==> config.mk <==
export PLATFORM = sky130hd
export DESIGN_NAME = surface_blend_weight
export DESIGN_NICKNAME = d
export VERILOG_FILES = /design/src/rtl/sbw_pkg.sv /design/src/rtl/surface_blend_weight.sv /design/src/rtl/sbw_decode.sv /design/src/rtl/sbw_div_stage.sv
export SDC_FILE = /design/constraint.sdc
export NUM_CORES = 1
export LEC_CHECK = 0
export BUFFER_PORTS_ARGS = -buffer_cell sky130_fd_sc_hd__buf_2
export CORE_MARGIN = 1.5
export CORE_UTILIZATION = 42
export CTS_CLUSTER_SIZE = 30
export DETAILED_ROUTE_END_ITERATION = 12
export HOLD_SLACK_MARGIN = 0.12
export PLACE_DENSITY_LB_ADDON = 0.2
export SLEW_MARGIN = 20
export SYNTH_ARGS = -nofsm -noshare
export SYNTH_HDL_FRONTEND = slang
export SYNTH_SLANG_ARGS = --single-unit
==> constraint.sdc <==
create_clock -name clk -period 7.5 [get_ports clk]
set_clock_uncertainty 0.1 [all_clocks]
set_input_delay 1.5 -clock clk [delete_from_list [all_inputs] [get_ports clk]]
set_output_delay 1.5 -clock clk [all_outputs]
set_load 0.01 [all_outputs]
==> src/rtl/sbw_pkg.sv <==
// ----------------------------------------------------------------------------
// sbw_pkg
// Types and constants shared by the surface blend weight pipeline.
// ----------------------------------------------------------------------------
package sbw_pkg;

  localparam int IDX_W      = 10;
  localparam int REG_W      = 11;
  localparam int W_W        = 16;
  localparam int FRAC_BITS  = 15;
  localparam int MAX_DIM    = 1024;
  localparam int DEN_W      = REG_W + 1;
  localparam int DIV_STAGES = 5;
  localparam int STAGE_BITS = FRAC_BITS / DIV_STAGES;
  localparam int CFG_IDX_W  = 3;

  localparam logic [W_W-1:0]   Q_ONE   = W_W'(1) << FRAC_BITS;
  localparam logic [W_W-1:0]   Q_HALF  = W_W'(1) << (FRAC_BITS - 1);
  localparam logic [REG_W-1:0] DIM_MAX = REG_W'(MAX_DIM);

  // configuration register indexes
  localparam logic [CFG_IDX_W-1:0] REG_COLS          = 3'd0;
  localparam logic [CFG_IDX_W-1:0] REG_ROWS          = 3'd1;
  localparam logic [CFG_IDX_W-1:0] REG_LOW_ROW_BAND  = 3'd2;
  localparam logic [CFG_IDX_W-1:0] REG_HIGH_COL_BAND = 3'd3;
  localparam logic [CFG_IDX_W-1:0] REG_HIGH_ROW_BAND = 3'd4;
  localparam logic [CFG_IDX_W-1:0] REG_LOW_COL_BAND  = 3'd5;

  typedef struct packed {
    logic [REG_W-1:0] cols;
    logic [REG_W-1:0] rows;
    logic [REG_W-1:0] low_row_band;
    logic [REG_W-1:0] high_col_band;
    logic [REG_W-1:0] high_row_band;
    logic [REG_W-1:0] low_col_band;
  } cfg_t;

  // what travels beside the divider
  typedef struct packed {
    logic           err;
    logic           intr;
    logic [W_W-1:0] fixw;
  } side_t;

  typedef struct packed {
    logic [DEN_W-1:0]     rem;
    logic [DEN_W-1:0]     den;
    logic [FRAC_BITS-1:0] quo;
  } div_t;

endpackage

==> src/rtl/surface_blend_weight.sv <==
// ----------------------------------------------------------------------------
// surface_blend_weight
// Streams one element of the surface blending weight matrix per request.
// ----------------------------------------------------------------------------
//  channel  direction  content
//  in_      slave      tdata = row_index[9:0], col_index[19:10]
//  out_     master     tdata = weight[15:0] (Q1.15); tuser = index_error
//  cfg_     write      cfg_index selects register, cfg_wdata 11 bits
//
//  one request per cycle sustained while out_tready does not stall; stages are decode,
//  five divider stages of three quotient bits each, and the output register
//  the fifteen-step restoring divider sets the depth
//  rst_n is synchronous, clears the pipeline and reloads register defaults
//  each stage holds under stall and loads when it is empty or its successor
//  moves, so empty stages fill while the output waits
// ----------------------------------------------------------------------------
module surface_blend_weight import sbw_pkg::*; (
  input  logic                 clk,
  input  logic                 rst_n,
  input  logic                 in_tvalid,
  output logic                 in_tready,
  input  logic [23:0]          in_tdata,   // row_index[9:0], col_index[19:10]
  output logic                 out_tvalid,
  input  logic                 out_tready,
  output logic [15:0]          out_tdata,  // weight[15:0]
  output logic [0:0]           out_tuser,  // index_error[0]
  input  logic                 cfg_wen,
  input  logic [CFG_IDX_W-1:0] cfg_index,
  input  logic [REG_W-1:0]     cfg_wdata
);

  logic [REG_W-1:0] cols_r, rows_r, lrb_r, hcb_r, hrb_r, lcb_r;
  cfg_t             cfg;

  logic             vld_s  [DIV_STAGES+1];
  side_t            side_s [DIV_STAGES+1];
  div_t             dv_s   [DIV_STAGES+1];
  logic             ld_s   [DIV_STAGES+2];

  logic             out_vld_r;
  logic [W_W-1:0]   out_w_r, out_w_nxt;
  logic             out_err_r;

  always_ff @(posedge clk) begin
    if (!rst_n) begin
      cols_r <= REG_W'(4);
      rows_r <= REG_W'(4);
      lrb_r  <= REG_W'(1);
      hcb_r  <= REG_W'(1);
      hrb_r  <= REG_W'(1);
      lcb_r  <= REG_W'(1);
    end else if (cfg_wen) begin
      case (cfg_index)
        REG_COLS:          cols_r <= cfg_wdata;
        REG_ROWS:          rows_r <= cfg_wdata;
        REG_LOW_ROW_BAND:  lrb_r  <= cfg_wdata;
        REG_HIGH_COL_BAND: hcb_r  <= cfg_wdata;
        REG_HIGH_ROW_BAND: hrb_r  <= cfg_wdata;
        REG_LOW_COL_BAND:  lcb_r  <= cfg_wdata;
        default: ;
      endcase
    end
  end

  // sizes above the maximum act as the maximum
  always_comb begin
    cfg.cols          = (cols_r > DIM_MAX) ? DIM_MAX : cols_r;
    cfg.rows          = (rows_r > DIM_MAX) ? DIM_MAX : rows_r;
    cfg.low_row_band  = lrb_r;
    cfg.high_col_band = hcb_r;
    cfg.high_row_band = hrb_r;
    cfg.low_col_band  = lcb_r;
  end

  assign ld_s[DIV_STAGES+1] = !out_vld_r || out_tready;

  for (genvar k = 0; k <= DIV_STAGES; k++) begin : g_ld
    assign ld_s[k] = !vld_s[k] || ld_s[k+1];
  end

  assign in_tready = ld_s[0];

  sbw_decode u_dec (
    .clk    (clk),
    .rst_n  (rst_n),
    .cfg    (cfg),
    .in_vld (in_tvalid),
    .ld     (ld_s[0]),
    .row    (in_tdata[9:0]),
    .col    (in_tdata[19:10]),
    .vld    (vld_s[0]),
    .side   (side_s[0]),
    .dv     (dv_s[0])
  );

  for (genvar k = 1; k <= DIV_STAGES; k++) begin : g_div
    sbw_div_stage u_div (
      .clk     (clk),
      .rst_n   (rst_n),
      .in_vld  (vld_s[k-1]),
      .ld      (ld_s[k]),
      .in_side (side_s[k-1]),
      .in_dv   (dv_s[k-1]),
      .vld     (vld_s[k]),
      .side    (side_s[k]),
      .dv      (dv_s[k])
    );
  end

  always_comb begin
    if (side_s[DIV_STAGES].err) begin
      out_w_nxt = '0;
    end else if (side_s[DIV_STAGES].intr) begin
      out_w_nxt = W_W'(dv_s[DIV_STAGES].quo);
    end else begin
      out_w_nxt = side_s[DIV_STAGES].fixw;
    end
  end

  always_ff @(posedge clk) begin
    if (!rst_n) begin
      out_vld_r <= 1'b0;
    end else if (ld_s[DIV_STAGES+1]) begin
      out_vld_r <= vld_s[DIV_STAGES];
    end
  end

  always_ff @(posedge clk) begin
    if (ld_s[DIV_STAGES+1]) begin
      out_w_r   <= out_w_nxt;
      out_err_r <= side_s[DIV_STAGES].err;
    end
  end

  assign out_tvalid   = out_vld_r;
  assign out_tdata    = out_w_r;
  assign out_tuser[0] = out_err_r;

  a_reset_empty: assert property (@(posedge clk)
    !rst_n |=> !out_tvalid)
    else $error("result valid right after reset");

  a_err_zero: assert property (@(posedge clk) disable iff (!rst_n)
    (out_tvalid && out_tuser[0]) |-> (out_tdata == '0))
    else $error("out of range request returned a nonzero weight");

  a_weight_max: assert property (@(posedge clk) disable iff (!rst_n)
    out_tvalid |-> (out_tdata <= Q_ONE))
    else $error("weight above one");

  a_row_range: assert property (@(posedge clk) disable iff (!rst_n)
    (in_tvalid && in_tready && (REG_W'(in_tdata[9:0]) >= cfg.rows))
    |=> side_s[0].err)
    else $error("row beyond size not flagged at decode");

endmodule

==> src/rtl/sbw_decode.sv <==
// ----------------------------------------------------------------------------
// sbw_decode
// First pipeline stage: range check, region selection, fixed weights and
// the numerator and denominator of the interior quotient.
// ----------------------------------------------------------------------------
module sbw_decode import sbw_pkg::*; (
  input  logic             clk,
  input  logic             rst_n,
  input  cfg_t             cfg,
  input  logic             in_vld,
  input  logic             ld,
  input  logic [IDX_W-1:0] row,
  input  logic [IDX_W-1:0] col,
  output logic             vld,
  output side_t            side,
  output div_t             dv
);

  logic              vld_r;
  side_t             side_r, side_nxt;
  div_t              dv_r, dv_nxt;

  logic [REG_W-1:0]  r11, c11;
  logic [DEN_W-1:0]  r12, c12;
  logic              r_ge_a, rd_lt_rows, c_ge_e, cb_lt_cols;
  logic              top, left, inner, half_band;
  logic              r_zero, r_last, r_hi, r_lo, c_zero, c_last;
  logic [W_W-1:0]    band_w;
  logic [REG_W-1:0]  num, oth;

  always_comb begin
    r11 = REG_W'(row);
    c11 = REG_W'(col);
    r12 = DEN_W'(row);
    c12 = DEN_W'(col);

    side_nxt.err = (r11 >= cfg.rows) || (c11 >= cfg.cols);

    r_ge_a     = r11 >= cfg.low_row_band;
    rd_lt_rows = (r12 + DEN_W'(cfg.high_row_band)) < DEN_W'(cfg.rows);
    c_ge_e     = c11 >= cfg.low_col_band;
    cb_lt_cols = (c12 + DEN_W'(cfg.high_col_band)) < DEN_W'(cfg.cols);
    side_nxt.intr = r_ge_a && rd_lt_rows && c_ge_e && cb_lt_cols;

    // midpoint tests: 2(i+1) <= n+1 is 2i+1 <= n
    top  = (DEN_W'({r11, 1'b0}) + DEN_W'(1)) <= DEN_W'(cfg.rows);
    left = (DEN_W'({c11, 1'b0}) + DEN_W'(1)) <= DEN_W'(cfg.cols);

    inner     = (col != '0) && ((c12 + DEN_W'(2)) <= DEN_W'(cfg.cols));
    half_band = !c_ge_e || !cb_lt_cols;
    band_w    = half_band ? Q_HALF : Q_ONE;

    r_zero = row == '0;
    r_last = (r12 + DEN_W'(1)) == DEN_W'(cfg.rows);
    r_hi   = !rd_lt_rows && ((r12 + DEN_W'(1)) < DEN_W'(cfg.rows));
    r_lo   = !r_zero && (r11 < cfg.low_row_band);
    c_zero = col == '0;
    c_last = (c12 + DEN_W'(1)) == DEN_W'(cfg.cols);

    if (inner) begin
      if (r_hi) begin
        side_nxt.fixw = band_w;
      end else if (r_last) begin
        side_nxt.fixw = Q_ONE;
      end else if (r_lo) begin
        side_nxt.fixw = band_w;
      end else if (r_zero) begin
        side_nxt.fixw = Q_ONE;
      end else begin
        side_nxt.fixw = '0;
      end
    end else if ((r_zero || r_last) && (c_zero || c_last)) begin
      side_nxt.fixw = Q_HALF;
    end else begin
      side_nxt.fixw = '0;
    end

    // den = num + (r+1 on top, R-r below)
    num = left ? (c11 + REG_W'(1)) : (cfg.cols - c11);
    oth = top  ? (r11 + REG_W'(1)) : (cfg.rows - r11);
    dv_nxt.rem = DEN_W'(num);
    dv_nxt.den = DEN_W'(num) + DEN_W'(oth);
    dv_nxt.quo = '0;
  end

  always_ff @(posedge clk) begin
    if (!rst_n) begin
      vld_r <= 1'b0;
    end else if (ld) begin
      vld_r <= in_vld;
    end
  end

  always_ff @(posedge clk) begin
    if (ld) begin
      side_r <= side_nxt;
      dv_r   <= dv_nxt;
    end
  end

  assign vld  = vld_r;
  assign side = side_r;
  assign dv   = dv_r;

endmodule

==> src/rtl/sbw_div_stage.sv <==
// ----------------------------------------------------------------------------
// sbw_div_stage
// One stage of the restoring fraction divider: three quotient bits per stage.
// ----------------------------------------------------------------------------
module sbw_div_stage import sbw_pkg::*; (
  input  logic  clk,
  input  logic  rst_n,
  input  logic  in_vld,
  input  logic  ld,
  input  side_t in_side,
  input  div_t  in_dv,
  output logic  vld,
  output side_t side,
  output div_t  dv
);

  logic             vld_r;
  side_t            side_r;
  div_t             dv_r, dv_nxt;
  logic [DEN_W:0]   sh;

  // remainder stays below den, so the doubled value fits one extra bit
  always_comb begin
    dv_nxt = in_dv;
    sh     = '0;
    for (int i = 0; i < STAGE_BITS; i++) begin
      sh = {dv_nxt.rem, 1'b0};
      if (sh >= {1'b0, dv_nxt.den}) begin
        dv_nxt.rem = DEN_W'(sh - {1'b0, dv_nxt.den});
        dv_nxt.quo = {dv_nxt.quo[FRAC_BITS-2:0], 1'b1};
      end else begin
        dv_nxt.rem = sh[DEN_W-1:0];
        dv_nxt.quo = {dv_nxt.quo[FRAC_BITS-2:0], 1'b0};
      end
    end
  end

  always_ff @(posedge clk) begin
    if (!rst_n) begin
      vld_r <= 1'b0;
    end else if (ld) begin
      vld_r <= in_vld;
    end
  end

  always_ff @(posedge clk) begin
    if (ld) begin
      side_r <= in_side;
      dv_r   <= dv_nxt;
    end
  end

  assign vld  = vld_r;
  assign side = side_r;
  assign dv   = dv_r;

endmodule
==> results of run 1 <==
-- final cells by class --
| cell class | count | share of cell area |
|---|---|---|
| multi-input cells | 1977 | 0.565 |
| flip-flops and latches | 278 | 0.288 |
| repair buffers | 158 | 0.0413 |
| clock buffers | 44 | 0.0364 |
| well taps | 748 | 0.0354 |
| inverters | 211 | 0.0301 |
| clock inverters | 14 | 0.00308 |
-- flip-flops by register name, summed over array words and instances, names as in the netlist --
| name | count |
|---|---|
| cols_r | 11 |
| u_dec.vld | 1 |
| lcb_r | 11 |
| hcb_r | 11 |
| g_div.u_div.dv | 141 |
| hrb_r | 11 |
| g_div.u_div.side | 20 |
| u_dec.side | 4 |
| g_div.u_div.vld | 5 |
| u_dec.dv | 23 |
| out_tdata | 16 |
| rows_r | 11 |
| out_tvalid | 1 |
| out_tuser | 1 |
| lrb_r | 11 |
-- worst max-delay path, delay by kind of cell, from the launching register on --
kind / cells / cell delay (ns)
muxes: 3 / 0.97
DFF: 1 / 0.38
and+or+nand+nor: 2 / 0.65
buffers and inverters: 4 / 0.64
AOI/OAI and AO/OA: 15 / 3.22
adders and majority gates: 3 / 0.90
-- cells in the final DEF (no fill, tap or decap), types with 10 or more instances in the layout --
cell type / Yosys / routed
nor4_1: 12 / 12
fa_1: 10 / 10
buf_2: 6 / 56
nor3_1: 54 / 52
mux2_2: 80 / 80
o21ai_0: 113 / 110
a211oi_1: 22 / 21
xnor2_1: 125 / 125
a21o_1: 79 / 78
nor2b_1: 36 / 36
nand2b_1: 18 / 18
nand3_1: 53 / 53
nand2_1: 248 / 247
o21a_1: 55 / 55
and3_1: 20 / 20
ha_1: 308 / 306
buf_4: 3 / 97
nor2_1: 136 / 135
xor2_1: 55 / 55
dfxtp_1: 73 / 73
mux2_4: 17 / 17
clkbuf_16: 0 / 37
a31oi_1: 19 / 19
a21oi_1: 163 / 162
mux2i_1: 26 / 25
and2_1: 22 / 22
inv_1: 206 / 204
nand4_1: 31 / 31
o31a_1: 11 / 11
edfxtp_1: 205 / 205
o211ai_1: 12 / 12
o21bai_1: 30 / 30
a21boi_0: 72 / 71
-- cells by family after synthesis --
| group | Yosys count | share of synthesized area |
|---|---|---|
| AND/OR/NAND/NOR | 676 | 0.136 |
| AO/OA/AOI/OAI | 678 | 0.194 |
| buffers and inverters | 266 | 0.0446 |
| adder cells (fa/ha/maj) | 318 | 0.173 |
| XOR/XNOR | 180 | 0.0671 |
| flip-flops | 278 | 0.324 |
| multiplexers | 125 | 0.0612 |
-- stage by stage --
stage,utilization,cell area [µm²],setup slack (ns)
2_1_floorplan,-,23500,0.218
3_3_place_gp,0.457,25200,0.123
3_5_place_dp,0.457,25200,0.0453
4_1_cts,0.476,26300,0.0122
5_1_grt,0.479,26400,0.0196
6_report,0.479,26400,0.348
-- layer usage --
metal  track usage  part of all wire  wire length, µm  up-vias
met5             0                 0                0        -
met4        0.0664             0.029             1750        0
met3        0.0262             0.034             2100      104
met2         0.366              0.48            29300      393
met1         0.275              0.46            27900     8969
li1              -                 -                -     9477
-- final timing paths --
check                        startpoint                       to  slack [ns]  cells past startpoint
setup / recovery  g_div[3].u_div.dv[21]    g_div[4].u_div.dv[35]        0.35                     27
hold / removal           u_dec.side[16]  g_div[1].u_div.side[16]        0.30                      0
setup reg to reg  g_div[3].u_div.dv[21]    g_div[4].u_div.dv[35]        0.35                     27
hold reg to reg          u_dec.side[16]  g_div[1].u_div.side[16]        0.30                      0
-- what timing repair did --
action                     in CTS  in global routing
pin swaps                       1                  8
setup endpoints to repair      11                 44
setup buffers                   0                  2
resized for setup               2                 28
==> summary.txt, run 1 <==
Setup path
  – Critical Path Sink Type: flip-flop
  – Critical Path Max Stage Delay: 0.43 ns
  – Worst EP arrival: 7.34 ns
  – Slowest CP cell: or4_1
  – CP Launch Type: flip-flop
  – Required time worst endpoint: a little under 8 ns
  – Crit-path max FO: 13
  – Crit path kind: flip-flop to flip-flop

Floorplan
  – Core area: 55200 µm²
  – # rows: 86
  – Die area: 57400 µm²
  – Initial core utilization: 0.426
  – Die X-Extent: 240 µm
  – IO Pins: 62
  – Die Span Y: 240 µm

Yosys
  – Largest area contributor in the netlist: edfxtp_1
  – Post-synth top flop: edfxtp_1
  – Number of flops mapped to enable cells by yosys: 205
  – Cell variety after synth: 94
  – Yosys Warn Count: 0
  – Area contributors post-synth: edfxtp_1 (26%), ha_1 (16%), dfxtp_1 (6.2%)
  – Yosys top cell area share: 0.262
  – Seq/Total Area, Yosys: 0.324
  – Most common cell in the netlist: ha_1
  – Synth cell count leaders: ha_1 (308), nand2_1 (248), inv_1 (206)
  – Mapped Cells: 2521
  – Synthesized area per cell: 9.32 µm²
  – Post-synth ARST share: 0
  – Synth Register Bits: 278
  – Syn Nets: just under 3000
  – Post-Syn Area: 23500 µm²

Timing
  – Worst slew pin tran: 0.804 ns
  – RSZ-0062 raised after global routing: no
  – Final Hold Fails: 0
  – Final setup vio count: 0
  – Final Cycle Share: 0.954
  – Setup TNS: 0 ns
  – Min Tclk post-route: 7.15 ns
  – Max-slew headroom: 0.457
  – Fin. max-slew vios: 0
  – Achievable frequency: 140 MHz
  – Fin Hold WS: approximately 0.3 ns

Clocking
  – Clock-pin slew on the worst setup and hold paths: 0.06 ns
  – H-tree depth: 2
  – Cts hold-fix bufs: 0
  – Inserted Clock Buffers: 34
  – CTS tree: done
  – Longest Clk Path Bufs: 3
  – Clock Latency Late Sink: 0.54 ns
  – Clock sink total: between 200 and 300
  – Root buf cell: clkbuf_16

Final layout
  – Nets: 3021
  – Footprint of the multi-input gates: 14900 µm²
  – Share of layout cells above drive strength 1: 0.133
  – Synthesis-to-layout area growth: 12.4%
  – N_diodes: 0
  – Non-filler cells, final: 3430
  – Reg area: 7620 µm²
  – Fillers: approximately 5200

Placement
  – Placed instance count: 3370
  – Buffers on Ports: 57
  – Post-DP HPWL: 47900 µm
  – Final Wtd Congestion: 0.894

Global route
  – Gr usage total: 0.212
  – Total congestion overflow: 0
  – Vias in the first global route: roughly 19000
  – Initial antenna violation count: 0
  – Pin count of the biggest net entering global routing: 74
  – First-pass GRT wire length: 97400 µm

Drt
  – DRC Markers: 0
  – Final wirelength: around 61000 µm
  – 1st-pass router iterations: 5
  – Vias per cell: 5.52
  – DR vias: 18900
  – Antenna viol nets, final: 0
  – First-iteration detailed-routing DRC count: 1231
  – Routed WL per cell: 17.8 µm

Hold path
  – Hold Crit Class: flip-flop to flip-flop

Run status
  – Status: complete, no violations

Flow run
  – Max Cap Violations: 0
Power of run 1 is left out: the tool's default activity adds up to more than one toggle a clock period on the data nets, which glitch-free logic cannot reach.
==> run 2, diff against run 1 <==
Clock period 7.5 ns to 6.82 ns, I/O delays scaled along.
==> summary.txt, run 2 (synthesis results as in run 1) <==
Run status
  – Status: complete, no violations (unchanged)

Timing
  – Final Cycle Share: 0.990 (was 0.954)
  – Final setup vio count: 0 (unchanged)
  – Fin. max-slew vios: 0 (unchanged)
  – Min Tclk post-route: 6.75 ns (was 7.15 ns)
  – Final Hold Fails: 0 (unchanged)
  – Achievable frequency: 148 MHz (was 140 MHz)
  – Setup TNS: 0 ns (unchanged)
  – Fin Hold WS: 0.308 ns (was 0.304 ns)
  – RSZ-0062 raised after global routing: yes (was no)
  – Max-slew headroom: 0.250 (was 0.457)
  – Worst slew pin tran: 1.12 ns (was 0.804 ns)

Placement
  – Buffers on Ports: 57 (unchanged)
  – Post-DP HPWL: 49700 µm (was 47900 µm)
  – Final Wtd Congestion: 0.921 (was 0.894)

Global route
  – Initial antenna violation count: 0 (unchanged)
  – M2 GR Usage: 0.365 (was 0.366)
  – Met1 GRT Util: 0.279 (was 0.275)
  – Pin count of the biggest net entering global routing: 74 (unchanged)
  – GR peak layer: met2 (unchanged)
  – Met3 Track Usage GR: 0.0327 (was 0.0262)
  – Gr usage total: 0.215 (was 0.212)
  – First-pass GRT wire length: 98800 µm (was 97400 µm)
  – Vias in the first global route: 19300 (was 18600)
  – Total congestion overflow: 0 (unchanged)

Drt
  – Routed WL per cell: 17.0 µm (was 17.8 µm)
  – 1st-pass router iterations: 7 (was 5)
  – Vias per cell: 5.37 (was 5.52)
  – Final wirelength: 62800 µm (was 61000 µm)
  – First-iteration detailed-routing DRC count: 963 (was 1231)
  – Antenna viol nets, final: 0 (unchanged)
  – DR vias: 19900 (was 18900)
  – DRC Markers: 0 (unchanged)

Setup path
  – Slowest CP cell: or4_4 (was or4_1)
  – Critical Path Sink Type: flip-flop (unchanged)
  – CP dominant cell by count: ha_4
  – Crit-path max FO: 6 (was 13)
  – Required time worst endpoint: 7.01 ns (was 7.69 ns)
  – CP Launch Type: flip-flop (unchanged)
  – Worst Setup EP: g_div[4].u_div.dv[36] (was g_div[4].u_div.dv[35])
  – Worst EP arrival: 6.93 ns (was 7.34 ns)
  – R2r setup slk: 0.07 ns (was 0.35 ns)
  – Critical Path Max Stage Delay: 0.51 ns (was 0.43 ns)
  – R2r startpoint: g_div[3].u_div.dv[27] (was g_div[3].u_div.dv[21])
  – Reg2Reg Capture Point: g_div[4].u_div.dv[36] (was g_div[4].u_div.dv[35])
  – CP startpoint: g_div[3].u_div.dv[27] (was g_div[3].u_div.dv[21])
  – Crit path kind: flip-flop to flip-flop (unchanged)
  – R2R depth: 28 (was 27)

Clocking
  – H-tree depth: 2 (unchanged)
  – Longest Clk Path Bufs: 3 (unchanged)
  – CTS tree: done (unchanged)
  – Clock Latency Late Sink: 0.54 ns (about the same)
  – Inserted Clock Buffers: 34 (unchanged)
  – Root buf cell: clkbuf_16 (unchanged)
  – Clock sink total: 278 (unchanged)
  – Clock-pin slew on the worst setup and hold paths: 0.06 ns (about the same)

Floorplan
  – Die area: 57400 µm² (unchanged)
  – IO Pins: 62 (unchanged)
  – # rows: 86 (unchanged)
  – Die Span Y: 240 µm (unchanged)
  – Initial core utilization: 0.426 (unchanged)
  – Core area: 55200 µm² (unchanged)
  – Die X-Extent: 240 µm (unchanged)

Final layout
  – Share of layout cells above drive strength 1: 0.242 (was 0.133)
  – Core Util, Final: 0.528 (was 0.479)
  – Nets: 3291 (was 3021)
  – Most common cell after layout, fill and taps aside: buf_4 (was ha_1)
  – Most frequent cells in the layout: buf_4 (362), ha_1 (289), nand2_1 (247) (was ha_1 (306), nand2_1 (247), edfxtp_1 (205))
  – Max reg flops: 141 (unchanged)
  – N_diodes: 0 (unchanged)
  – Synthesis-to-layout area growth: 24.0% (was 12.4%)

Flow run
  – Max Cap Violations: 0 (unchanged)

Hold path
  – Hold Crit Class: flip-flop to flip-flop (unchanged)
## run 2: cell count changes in the layout (fill, tap and decap cells not counted), moves of 6 or more
cell,delta
a21oi_1,-12
a21oi_2,+12
buf_4,+265
ha_1,-17
ha_4,+15
inv_1,-9
inv_2,+7
mux2_2,-16
mux2_4,+16
nor2b_1,-6
nor2b_4,+6
nor3_1,-6
o21ai_0,-7
## run 2: what timing repair did
item / in CTS / in global routing
setup buffers: 14 / 23
gates resized for setup: 17 / 98
gates cloned: 1 / 1
pin swaps: 15 / 21
endpoints found under the setup margin: 26 / 52
hold buffers: 0 / 0
endpoints found under the hold margin: 0 / 0
## run 2: how the worst min path moves through the flow
stage                             from                 endpoint  slack [ns]  depth (start not counted)
6_report       g_div[3].u_div.side[14]  g_div[4].u_div.side[14]        0.31                          0
5_1_grt        g_div[3].u_div.side[14]  g_div[4].u_div.side[14]        0.30                          0
4_1_cts        g_div[3].u_div.side[14]  g_div[4].u_div.side[14]        0.31                          0
3_5_place_dp      g_div[2].u_div.dv[5]     g_div[3].u_div.dv[8]        0.30                          0
3_3_place_gp      g_div[3].u_div.dv[0]     g_div[4].u_div.dv[3]        0.30                          0
2_1_floorplan           u_dec.side[14]  g_div[1].u_div.side[14]        0.30                          0
## run 2: through the flow
stage,std cells,cell area [µm²],setup WS [ns]
final,3702,29100,0.0711
after global routing,3702,29100,-0.180
after CTS,3678,28500,0.00638
after detailed placement,3603,27200,-0.384
after global placement,3603,27200,-0.303
after floorplan,2521,23800,-0.170
## run 2: worst max-delay path, delay by kind of cell (launching register included)
kind / cells / cell delay (ns)
compound gates: 16 / 3.13
buf+inv: 2 / 0.38
fa+ha+maj: 3 / 0.72
flops: 1 / 0.43
simple gates: 5 / 1.13
mux: 2 / 0.61
## run 2: layout make-up
cell class | count | area, µm²
inverters | 211 | 797
flip-flops and latches | 278 | 7620
clock buffers | 43 | 926
clock inverters | 17 | 150
repair buffers | 428 | 3140
multi-input cells | 1977 | 15600
well taps | 748 | 936
fillers | 5026 | 26100
## run 2: per-layer routing
metal  vias up  share of wire  routed length, µm
li1      10000              -                  -
met1      9388           0.46              28700
met2       347           0.47              29700
met3       111          0.039               2470
met4         0          0.030               1870
met5         -              0                  0
Power of run 2 is left out for the same reason.
